--- config.mk ---
export PLATFORM = sky130hd
export DESIGN_NAME = imu_frame_parser_with_resync
export DESIGN_NICKNAME = d
export VERILOG_FILES = /design/src/design/ifp_pkg.sv /design/src/design/imu_frame_parser_with_resync.sv /design/src/design/ifp_ctrl.sv /design/src/design/ifp_dp.sv
export VERILOG_INCLUDE_DIRS = /design/src /design/src/design
export SDC_FILE = /design/constraint.sdc
export NUM_CORES = 1
export LEC_CHECK = 0
export BUFFER_PORTS_ARGS = -buffer_cell sky130_fd_sc_hd__buf_2
export CAP_MARGIN = 20
export CELL_PAD_IN_SITES_DETAIL_PLACEMENT = 1
export CELL_PAD_IN_SITES_GLOBAL_PLACEMENT = 2
export CORE_UTILIZATION = 40
export CTS_BUF_LIST = sky130_fd_sc_hd__clkbuf_8
export DETAILED_ROUTE_END_ITERATION = 10
export PLACE_DENSITY_LB_ADDON = 0.1
export REMOVE_ABC_BUFFERS = 1
export SETUP_SLACK_MARGIN = 0.05
export SLEW_MARGIN = 5
export SYNTH_ARGS = -nofsm -noshare
export SYNTH_HDL_FRONTEND = slang
export SYNTH_SLANG_ARGS = --single-unit
--- constraint.sdc ---
create_clock -name clk -period 6.54 [get_ports clk]
set_clock_uncertainty 0.15 [all_clocks]
set_input_delay 1.962 -clock clk [delete_from_list [all_inputs] [get_ports clk]]
set_output_delay 1.962 -clock clk [all_outputs]
set_load 0.1 [all_outputs]
--- src/design/imu_frame_parser_with_resync_assert.svh ---
// Assertion macros used by the frame parser datapath.
// Each macro expects clk and arst_n to exist in the module that uses it.
`ifndef IMU_FRAME_PARSER_WITH_RESYNC_ASSERT_SVH
`define IMU_FRAME_PARSER_WITH_RESYNC_ASSERT_SVH

`ifndef NO_ASSERTIONS

`define IFP_ASSERT_ALWAYS(lbl, cond) \
	lbl: assert property (@(posedge clk) disable iff (!arst_n) (cond)) \
		else $error("frame parser assertion failed");

`define IFP_ASSERT_IMPLY(lbl, ante, cons) \
	lbl: assert property (@(posedge clk) disable iff (!arst_n) (ante) |-> (cons)) \
		else $error("frame parser assertion failed");

`define IFP_ASSERT_NEXT(lbl, ante, cons) \
	lbl: assert property (@(posedge clk) disable iff (!arst_n) (ante) |=> (cons)) \
		else $error("frame parser assertion failed");

`else

`define IFP_ASSERT_ALWAYS(lbl, cond)
`define IFP_ASSERT_IMPLY(lbl, ante, cons)
`define IFP_ASSERT_NEXT(lbl, ante, cons)

`endif

`endif

--- src/design/ifp_pkg.sv ---
package ifp_pkg;

	localparam int FRAME_LEN            = 11;
	localparam int KIND_COUNT           = 5;
	localparam int FILL_W               = $clog2(FRAME_LEN + 1);
	localparam int IDX_W                = $clog2(FRAME_LEN);
	localparam int COUNTER_BITS_DEFAULT = 16;
	localparam int OUT_COUNT_W          = 16;

	localparam logic [7:0] HEADER_RESET    = 8'h55;
	localparam logic [7:0] TYPE_BASE_RESET = 8'h50;

	// Register index as decoded from the word address.
	localparam logic REG_HEADER    = 1'b0;
	localparam logic REG_TYPE_BASE = 1'b1;

	typedef enum logic [1:0] {
		STATUS_DECODED     = 2'd0,
		STATUS_UNSUPPORTED = 2'd1,
		STATUS_BAD_SUM     = 2'd2
	} status_code_t;

	typedef enum logic [1:0] {
		ST_IDLE,
		ST_SUM,
		ST_DECIDE,
		ST_SHIFT
	} state_t;

	typedef struct packed {
		logic accept;
		logic sum_step;
		logic decide;
		logic shift;
	} cmd_t;

	typedef struct packed {
		logic completes;
		logic sum_last;
		logic out_free;
		logic bad_sum;
		logic shift_done;
	} stat_t;

endpackage

--- src/design/imu_frame_parser_with_resync.sv ---
// Serial frame parser with checksum check and resynchronisation.
// Bytes arrive on the input channel (in_valid, in_stall, rx_byte). Each
// request carries one received byte. Bytes are dropped until the header
// byte is seen; the next ten bytes complete an eleven-byte frame.
// A byte that does not complete a frame is taken in the idle state and gives
// no result. A completing byte starts a checksum scan over the ten leading
// bytes, one byte per cycle through a single adder; out_valid rises from the
// decision state that follows the scan, once the output register is free.
// After a checksum error the buffer is shifted down one place per cycle
// until a header byte sits at the front or the buffer is empty, which takes
// at most eleven shifts. A completing byte thus occupies the block through
// the scan, the decision and any shifts, plus any wait for the output
// register; in_stall is high throughout.
// Each result is one request on the output channel (out_valid, out_stall
// and the result fields) held in an output register. While the receiver
// stalls, the result holds and bytes that do not complete a frame are
// still taken; a following result waits until the register is free.
// Reset empties the buffer, clears the kind mask and the three counters,
// and restores the header byte and type base registers to their defaults.
// Registers are set through the APB port, header at 0 and type base at 4.
module imu_frame_parser_with_resync
	import ifp_pkg::*;
#(
	parameter int COUNTER_BITS = COUNTER_BITS_DEFAULT
) (
	input  logic                   clk,
	input  logic                   arst_n,
	input  logic                   psel,
	input  logic                   penable,
	input  logic                   pwrite,
	input  logic [2:0]             paddr,
	input  logic [31:0]            pwdata,
	output logic [31:0]            prdata,
	output logic                   pready,
	input  logic                   in_valid,
	output logic                   in_stall,
	input  logic [7:0]             rx_byte,
	output logic                   out_valid,
	input  logic                   out_stall,
	output logic [1:0]             status,
	output logic [7:0]             type_byte,
	output logic [2:0]             frame_kind,
	output logic [15:0]            word_x,
	output logic [15:0]            word_y,
	output logic [15:0]            word_z,
	output logic [15:0]            word_extra,
	output logic [KIND_COUNT-1:0]  seen_mask,
	output logic [OUT_COUNT_W-1:0] good_count,
	output logic [OUT_COUNT_W-1:0] unsupported_count,
	output logic [OUT_COUNT_W-1:0] bad_sum_count
);

	logic [7:0] header_q;
	logic [7:0] type_base_q;
	logic       reg_index;
	logic       cfg_write;
	cmd_t       cmd;
	stat_t      stat;

	// The register index is the word address; the byte offset is ignored.
	assign reg_index = paddr[2];
	assign cfg_write = psel && penable && pwrite && pready;
	assign pready    = 1'b1;

	always_ff @(posedge clk or negedge arst_n) begin
		if (!arst_n) begin
			header_q    <= HEADER_RESET;
			type_base_q <= TYPE_BASE_RESET;
		end else if (cfg_write) begin
			unique case (reg_index)
				REG_HEADER:    header_q    <= pwdata[7:0];
				REG_TYPE_BASE: type_base_q <= pwdata[7:0];
				default:       header_q    <= header_q;
			endcase
		end
	end

	always_comb begin
		unique case (reg_index)
			REG_HEADER:    prdata = {24'd0, header_q};
			REG_TYPE_BASE: prdata = {24'd0, type_base_q};
			default:       prdata = '0;
		endcase
	end

	// The controller sequences each completed frame through the checksum
	// scan, the decision and, after an error, the realignment shifts.
	ifp_ctrl u_ctrl (
		.clk      (clk),
		.arst_n   (arst_n),
		.in_valid (in_valid),
		.in_stall (in_stall),
		.stat     (stat),
		.cmd      (cmd)
	);

	// The datapath holds the frame buffer, the sum, the counters and the
	// output register.
	ifp_dp #(
		.COUNTER_BITS (COUNTER_BITS)
	) u_dp (
		.clk               (clk),
		.arst_n            (arst_n),
		.cmd               (cmd),
		.stat              (stat),
		.rx_byte           (rx_byte),
		.header_byte       (header_q),
		.type_base         (type_base_q),
		.out_valid         (out_valid),
		.out_stall         (out_stall),
		.status            (status),
		.type_byte         (type_byte),
		.frame_kind        (frame_kind),
		.word_x            (word_x),
		.word_y            (word_y),
		.word_z            (word_z),
		.word_extra        (word_extra),
		.seen_mask         (seen_mask),
		.good_count        (good_count),
		.unsupported_count (unsupported_count),
		.bad_sum_count     (bad_sum_count)
	);

endmodule

--- src/design/ifp_ctrl.sv ---
module ifp_ctrl
	import ifp_pkg::*;
(
	input  logic  clk,
	input  logic  arst_n,
	input  logic  in_valid,
	output logic  in_stall,
	input  stat_t stat,
	output cmd_t  cmd
);

	state_t state_q, state_next;

	always_ff @(posedge clk or negedge arst_n) begin
		if (!arst_n) begin
			state_q <= ST_IDLE;
		end else begin
			state_q <= state_next;
		end
	end

	always_comb begin
		state_next = state_q;
		unique case (state_q)
			ST_IDLE: begin
				if (in_valid && stat.completes) begin
					state_next = ST_SUM;
				end
			end
			ST_SUM: begin
				if (stat.sum_last) begin
					state_next = ST_DECIDE;
				end
			end
			ST_DECIDE: begin
				if (stat.out_free) begin
					state_next = stat.bad_sum ? ST_SHIFT : ST_IDLE;
				end
			end
			ST_SHIFT: begin
				if (stat.shift_done) begin
					state_next = ST_IDLE;
				end
			end
			default: begin
				state_next = ST_IDLE;
			end
		endcase
	end

	always_comb begin
		cmd      = '0;
		in_stall = 1'b1;
		unique case (state_q)
			ST_IDLE: begin
				in_stall   = 1'b0;
				cmd.accept = in_valid;
			end
			ST_SUM: begin
				cmd.sum_step = 1'b1;
			end
			ST_DECIDE: begin
				cmd.decide = stat.out_free;
			end
			ST_SHIFT: begin
				cmd.shift = !stat.shift_done;
			end
			default: begin
				in_stall = 1'b1;
			end
		endcase
	end

endmodule

--- src/design/ifp_dp.sv ---
`include "imu_frame_parser_with_resync_assert.svh"

module ifp_dp
	import ifp_pkg::*;
#(
	parameter int COUNTER_BITS = COUNTER_BITS_DEFAULT
) (
	input  logic                   clk,
	input  logic                   arst_n,
	input  cmd_t                   cmd,
	output stat_t                  stat,
	input  logic [7:0]             rx_byte,
	input  logic [7:0]             header_byte,
	input  logic [7:0]             type_base,
	output logic                   out_valid,
	input  logic                   out_stall,
	output logic [1:0]             status,
	output logic [7:0]             type_byte,
	output logic [2:0]             frame_kind,
	output logic [15:0]            word_x,
	output logic [15:0]            word_y,
	output logic [15:0]            word_z,
	output logic [15:0]            word_extra,
	output logic [KIND_COUNT-1:0]  seen_mask,
	output logic [OUT_COUNT_W-1:0] good_count,
	output logic [OUT_COUNT_W-1:0] unsupported_count,
	output logic [OUT_COUNT_W-1:0] bad_sum_count
);

	localparam logic [FILL_W-1:0]       FILL_FULL = FILL_W'(FRAME_LEN);
	localparam logic [FILL_W-1:0]       FILL_LAST = FILL_W'(FRAME_LEN - 1);
	localparam logic [IDX_W-1:0]        SUM_LAST  = IDX_W'(FRAME_LEN - 2);
	localparam logic [COUNTER_BITS-1:0] CNT_ONE   = COUNTER_BITS'(1);

	logic [7:0]              store_q [FRAME_LEN];
	logic [FILL_W-1:0]       fill_q;
	logic [IDX_W-1:0]        idx_q;
	logic [7:0]              sum_q;
	logic [KIND_COUNT-1:0]   seen_q;
	logic [COUNTER_BITS-1:0] ok_q, odd_q, bad_q;
	logic                    out_valid_q;

	logic [8:0]              type_diff;
	logic                    type_match;
	logic [2:0]              kind_w;
	logic [KIND_COUNT-1:0]   seen_next;
	logic [COUNTER_BITS-1:0] ok_inc, odd_inc, bad_inc;

	assign type_diff  = {1'b0, store_q[1]} - {1'b0, type_base};
	assign type_match = !type_diff[8] && (type_diff[7:0] < 8'(KIND_COUNT));
	assign kind_w     = type_match ? type_diff[2:0] : 3'd0;
	assign seen_next  = seen_q | (KIND_COUNT'(1) << kind_w);

	// Counter increments wrap at the counter width before they reach the outputs.
	assign ok_inc  = ok_q + CNT_ONE;
	assign odd_inc = odd_q + CNT_ONE;
	assign bad_inc = bad_q + CNT_ONE;

	assign stat.completes  = (fill_q == FILL_LAST);
	assign stat.sum_last   = (idx_q == SUM_LAST);
	assign stat.out_free   = !out_valid_q || !out_stall;
	assign stat.bad_sum    = (sum_q != store_q[FRAME_LEN-1]);
	assign stat.shift_done = (fill_q != FILL_FULL)
		&& ((fill_q == '0) || (store_q[0] == header_byte));

	// Frame buffer: filled a byte at a time, shifted down one place per
	// cycle while realigning after a checksum error.
	always_ff @(posedge clk) begin
		if (cmd.accept) begin
			if (fill_q == '0) begin
				store_q[0] <= rx_byte;
			end else begin
				store_q[fill_q[IDX_W-1:0]] <= rx_byte;
			end
		end else if (cmd.shift) begin
			for (int i = 0; i < FRAME_LEN - 1; i++) begin
				store_q[i] <= store_q[i+1];
			end
		end
	end

	always_ff @(posedge clk or negedge arst_n) begin
		if (!arst_n) begin
			fill_q <= '0;
			idx_q  <= '0;
			sum_q  <= '0;
		end else begin
			if (cmd.accept) begin
				if (fill_q == '0) begin
					if (rx_byte == header_byte) begin
						fill_q <= FILL_W'(1);
					end
				end else begin
					fill_q <= fill_q + FILL_W'(1);
				end
				idx_q <= '0;
				sum_q <= '0;
			end else if (cmd.sum_step) begin
				sum_q <= sum_q + store_q[idx_q];
				idx_q <= idx_q + IDX_W'(1);
			end else if (cmd.decide && !stat.bad_sum) begin
				fill_q <= '0;
			end else if (cmd.shift) begin
				fill_q <= fill_q - FILL_W'(1);
			end
		end
	end

	always_ff @(posedge clk or negedge arst_n) begin
		if (!arst_n) begin
			seen_q      <= '0;
			ok_q        <= '0;
			odd_q       <= '0;
			bad_q       <= '0;
			out_valid_q <= 1'b0;
		end else begin
			if (cmd.decide) begin
				out_valid_q <= 1'b1;
				if (stat.bad_sum) begin
					bad_q <= bad_inc;
				end else if (type_match) begin
					ok_q   <= ok_inc;
					seen_q <= seen_next;
				end else begin
					odd_q <= odd_inc;
				end
			end else if (!out_stall) begin
				out_valid_q <= 1'b0;
			end
		end
	end

	always_ff @(posedge clk) begin
		if (cmd.decide) begin
			type_byte  <= store_q[1];
			word_x     <= {store_q[3], store_q[2]};
			word_y     <= {store_q[5], store_q[4]};
			word_z     <= {store_q[7], store_q[6]};
			word_extra <= {store_q[9], store_q[8]};
			if (stat.bad_sum) begin
				status            <= STATUS_BAD_SUM;
				frame_kind        <= 3'd0;
				seen_mask         <= seen_q;
				good_count        <= OUT_COUNT_W'(ok_q);
				unsupported_count <= OUT_COUNT_W'(odd_q);
				bad_sum_count     <= OUT_COUNT_W'(bad_inc);
			end else if (type_match) begin
				status            <= STATUS_DECODED;
				frame_kind        <= kind_w;
				seen_mask         <= seen_next;
				good_count        <= OUT_COUNT_W'(ok_inc);
				unsupported_count <= OUT_COUNT_W'(odd_q);
				bad_sum_count     <= OUT_COUNT_W'(bad_q);
			end else begin
				status            <= STATUS_UNSUPPORTED;
				frame_kind        <= 3'd0;
				seen_mask         <= seen_q;
				good_count        <= OUT_COUNT_W'(ok_q);
				unsupported_count <= OUT_COUNT_W'(odd_inc);
				bad_sum_count     <= OUT_COUNT_W'(bad_q);
			end
		end
	end

	assign out_valid = out_valid_q;

	`IFP_ASSERT_ALWAYS(a_fill_range, fill_q <= FILL_FULL)
	`IFP_ASSERT_IMPLY(a_accept_not_full, cmd.accept, fill_q != FILL_FULL)
	`IFP_ASSERT_IMPLY(a_decide_full, cmd.decide, fill_q == FILL_FULL && stat.out_free)
	`IFP_ASSERT_NEXT(a_good_empties, cmd.decide && !stat.bad_sum, fill_q == '0 && out_valid_q)

endmodule

==> key figures <==
Status
  – Outcome: finished, final reports clean

Timing
  – Final worst path period need: 4.96 ns
  – Fin. Hold Viols: 0
  – Worst-margin pin slew: 1.02 ns
  – Hold_ws: roughly 0.31 ns
  – Max Clk Rate: between 200 and 250 MHz
  – RSZ-0062 raised after global routing: no
  – Worst slew margin: a little under a third
  – Final count of pins violating max slew: 0
  – Final setup violation count: 0
  – Final worst-path cycle share: around three quarters
  – Final setup TNS: 0 ns

Pwr
  – Sequential power share: 38.7%
  – Leakage: roughly 0.0071 uW
  – Sw Pwr: around 3700 uW
  – Cell internal pwr: roughly 4800 uW
  – PwrDens: about 470 nW/um2
  – Clock share of power: around a fifth
  – Worst-case vdd ir drop: about 0.25 mV
  – Combinational cell fraction of total power: about two fifths
  – Net Sw Frac: between 40% and 50%

GRT
  – Vias in the first global route: around 10000
  – GRT Total Usage: 21.2%
  – Largest net degree at the start of global routing: 56
  – First-pass GRT wire length: ~65000 um
  – Remaining global-route overflow: 0
  – Antenna violations before repair: 1

Min path
  – Hold depth: 2
  – Worst Hold Class: register to register

Cells and area
  – Multi-input gate area: roughly 5500 um2
  – Area grow syn2layout: 15.0%
  – Final nets: between 1000 and 1500
  – Fillers: roughly 4000
  – Design area: 18300 um2
  – Register Area: between 9000 and 10000 um2
  – Commonest non-fill, non-tap cell in the layout: edfxtp_1
  – Max reg flops: roughly 130
  – Share of cells above drive strength 1: a little over a quarter
  – Most frequent cells in the layout: 258 x edfxtp_1, 162 x buf_2, 130 x nand2_1, 81 x dfrtp_1, 67 x xnor2_1
  – Biggest register: u_dp.store_q

Synth
  – Yosys cell types: between 60 and 70
  – Main flop type after synthesis: edfxtp_1
  – Compound-cell area share of the yosys netlist: under 10%
  – Mapped Cells: 1168
  – Largest cells by area after synthesis: edfxtp_1 49%, dfrtp_1 13%, mux4_2 5.5%
  – Asr flop ratio synth: between 20% and 30%
  – Post-Synth Simple-Gate Area: just over 10%
  – Synth Area per Inst: roughly 14 um2
  – Yosys top cell by area: edfxtp_1
  – Mux share of post-synthesis cell area: roughly 9.9%
  – Post-synth EDFFs: between 200 and 300
  – Main combinational cell family by area after synthesis: simple AND/OR/NAND/NOR gates
  – Seq cells post-synth: about 350
  – Cell Area, Synth: 15900 um2
  – Post-synthesis adder-cell area fraction: 2.06%
  – Synth top area share: about half
  – Area share of xor/xnor cells in the synthesized design: slightly below 7%
  – Yosys warning total: 0
  – Seq/Total Area, Yosys: a little over three fifths

Critical path
  – CP Capture Type: primary output
  – Startpoint types: input pin
  – Worst r2r path cells: 7
  – Critical Path RT: approximately 4.4 ns
  – Crit path DAT: 2.84 ns
  – Critical path class: input pin to primary output
  – Worst Path Max Fanout: 10

Detailed routing
  – DR vias: about 10000
  – Wire per inst: approximately 22 um
  – Vias per cell: about 5.2
  – Routed Antenna Nets: 0
  – Initial drt markers: 507
  – WL final: 42200 um
  – Drt pass-1 iters: 6
  – Post-route DRC: 0

Clock network
  – Hold_buf cts: 0
  – Cts bufs inserted: 60
  – Root Buffer: clkbuf_8
  – Clock tree buffer depth: 3
  – CTS H-tree lvls: 2
  – CTS tree: done
  – Setup bufs post-CTS: 0
  – Worst-Skew Late Latency: about 0.7 ns
  – CTS sink count: approximately 350
  – Post-CTS resize count: 0
  – Clock transition at path regs: roughly 0.060 ns

Placed design
  – Post-DP HPWL: 29500 um
  – Final GP Congestion: approximately 0.8
  – DP Area: around 17000 um2
  – Port bufs: about 160

Floorplanning
  – Die X: between 200 and 250 um
  – IO Pins: around 220
  – Initial Utilization: between 40% and 50%
  – Die area: between 40000 and 50000 um2
  – Placeable Area: between 30000 and 40000 um2
  – # rows: a little over 70
  – Die Ht: approximately 200 um

Flow run
  – Max cap viols: 0
## per-stage QoR
stage          utilization [%]  worst slack, ns  total power, uW  instances
2_1_floorplan                -           0.0811             5830       1110
3_3_place_gp              44.1             1.59             6700       1808
3_5_place_dp              44.1             1.59             6750       1808
4_1_cts                   46.9             1.58             8610       1917
5_1_grt                   47.0             1.57             8980       1919
6_report                  47.0             1.58             8530       1920
## cell usage after synthesis, types with 10 or more instances
cell      number
mux4_2        39
nand3_1       44
ha_1          23
a21oi_1       39
o21ai_0       42
a31oi_1       15
and3_1        11
nor2_1        49
mux2_2        58
dfrtp_1       82
buf_2         15
xnor2_1       67
nand4_1       29
xor2_1        56
clkbuf_1      36
inv_1         28
a211oi_1      10
buf_4         27
nand2_1      130
edfxtp_1     258
nor3_1        14
## power groups by stage
stage	clock, uW	sequential (uW)	combinational, uW
after floorplan	0	4150	1680
after global placement	0	3360	3340
after detailed placement	0	3370	3390
after CTS	1880	3330	3400
after global routing	1980	3350	3650
final	1820	3300	3410
## cell type report
class,instances,share of cell area (%)
multi-input combinational,735,30.2
clock inverter,48,1.34
tap,518,3.54
sequential,346,54.3
clock buffer,61,4.58
inverter,29,0.621
antenna,1,0.0137
timing repair buffer,182,5.40
## metal layers
metal / GRT usage, % / up-vias / wire (um)
met5: 0 / - / 0
met4: 5.98 / 0 / 765
met3: 3.60 / 59 / 1810
met2: 33.7 / 220 / 20100
met1: 29.9 / 5094 / 19500
li1: - / 4658 / -
## worst max-delay path, cell delays in order
cell and delay (ns):
buf_2 0.21, mux2_2 0.37, buf_2 0.29
## path summary, 6_finish.rpt
path                       slack [ns]            endpoint      startpoint
max in group asynchronous        3.96       u_dp.idx_q[0]          arst_n
min reg2reg                      0.31      u_dp.seen_q[2]  u_dp.seen_q[2]
min                              0.31      u_dp.seen_q[2]  u_dp.seen_q[2]
max                              1.58           prdata[5]        paddr[2]
min in group asynchronous        1.25        u_dp.ok_q[6]          arst_n
max reg2reg                      2.55  u_dp.store_q[6][2]  u_dp.fill_q[0]
## logic make-up (layout without fill, tap and decap cells)
logic type                 count (synthesis)  after routing
muxes                                    102            102
adders and majority gates                 25             25
xor gates and xnor gates                 124            124
DFF                                      346            346
buffers and inverters                    110            320
AOI/OAI and AO/OA                        135            135
and+or+nand+nor                          324            324
other                                      2             26
(Power assumes the default switching activity.)
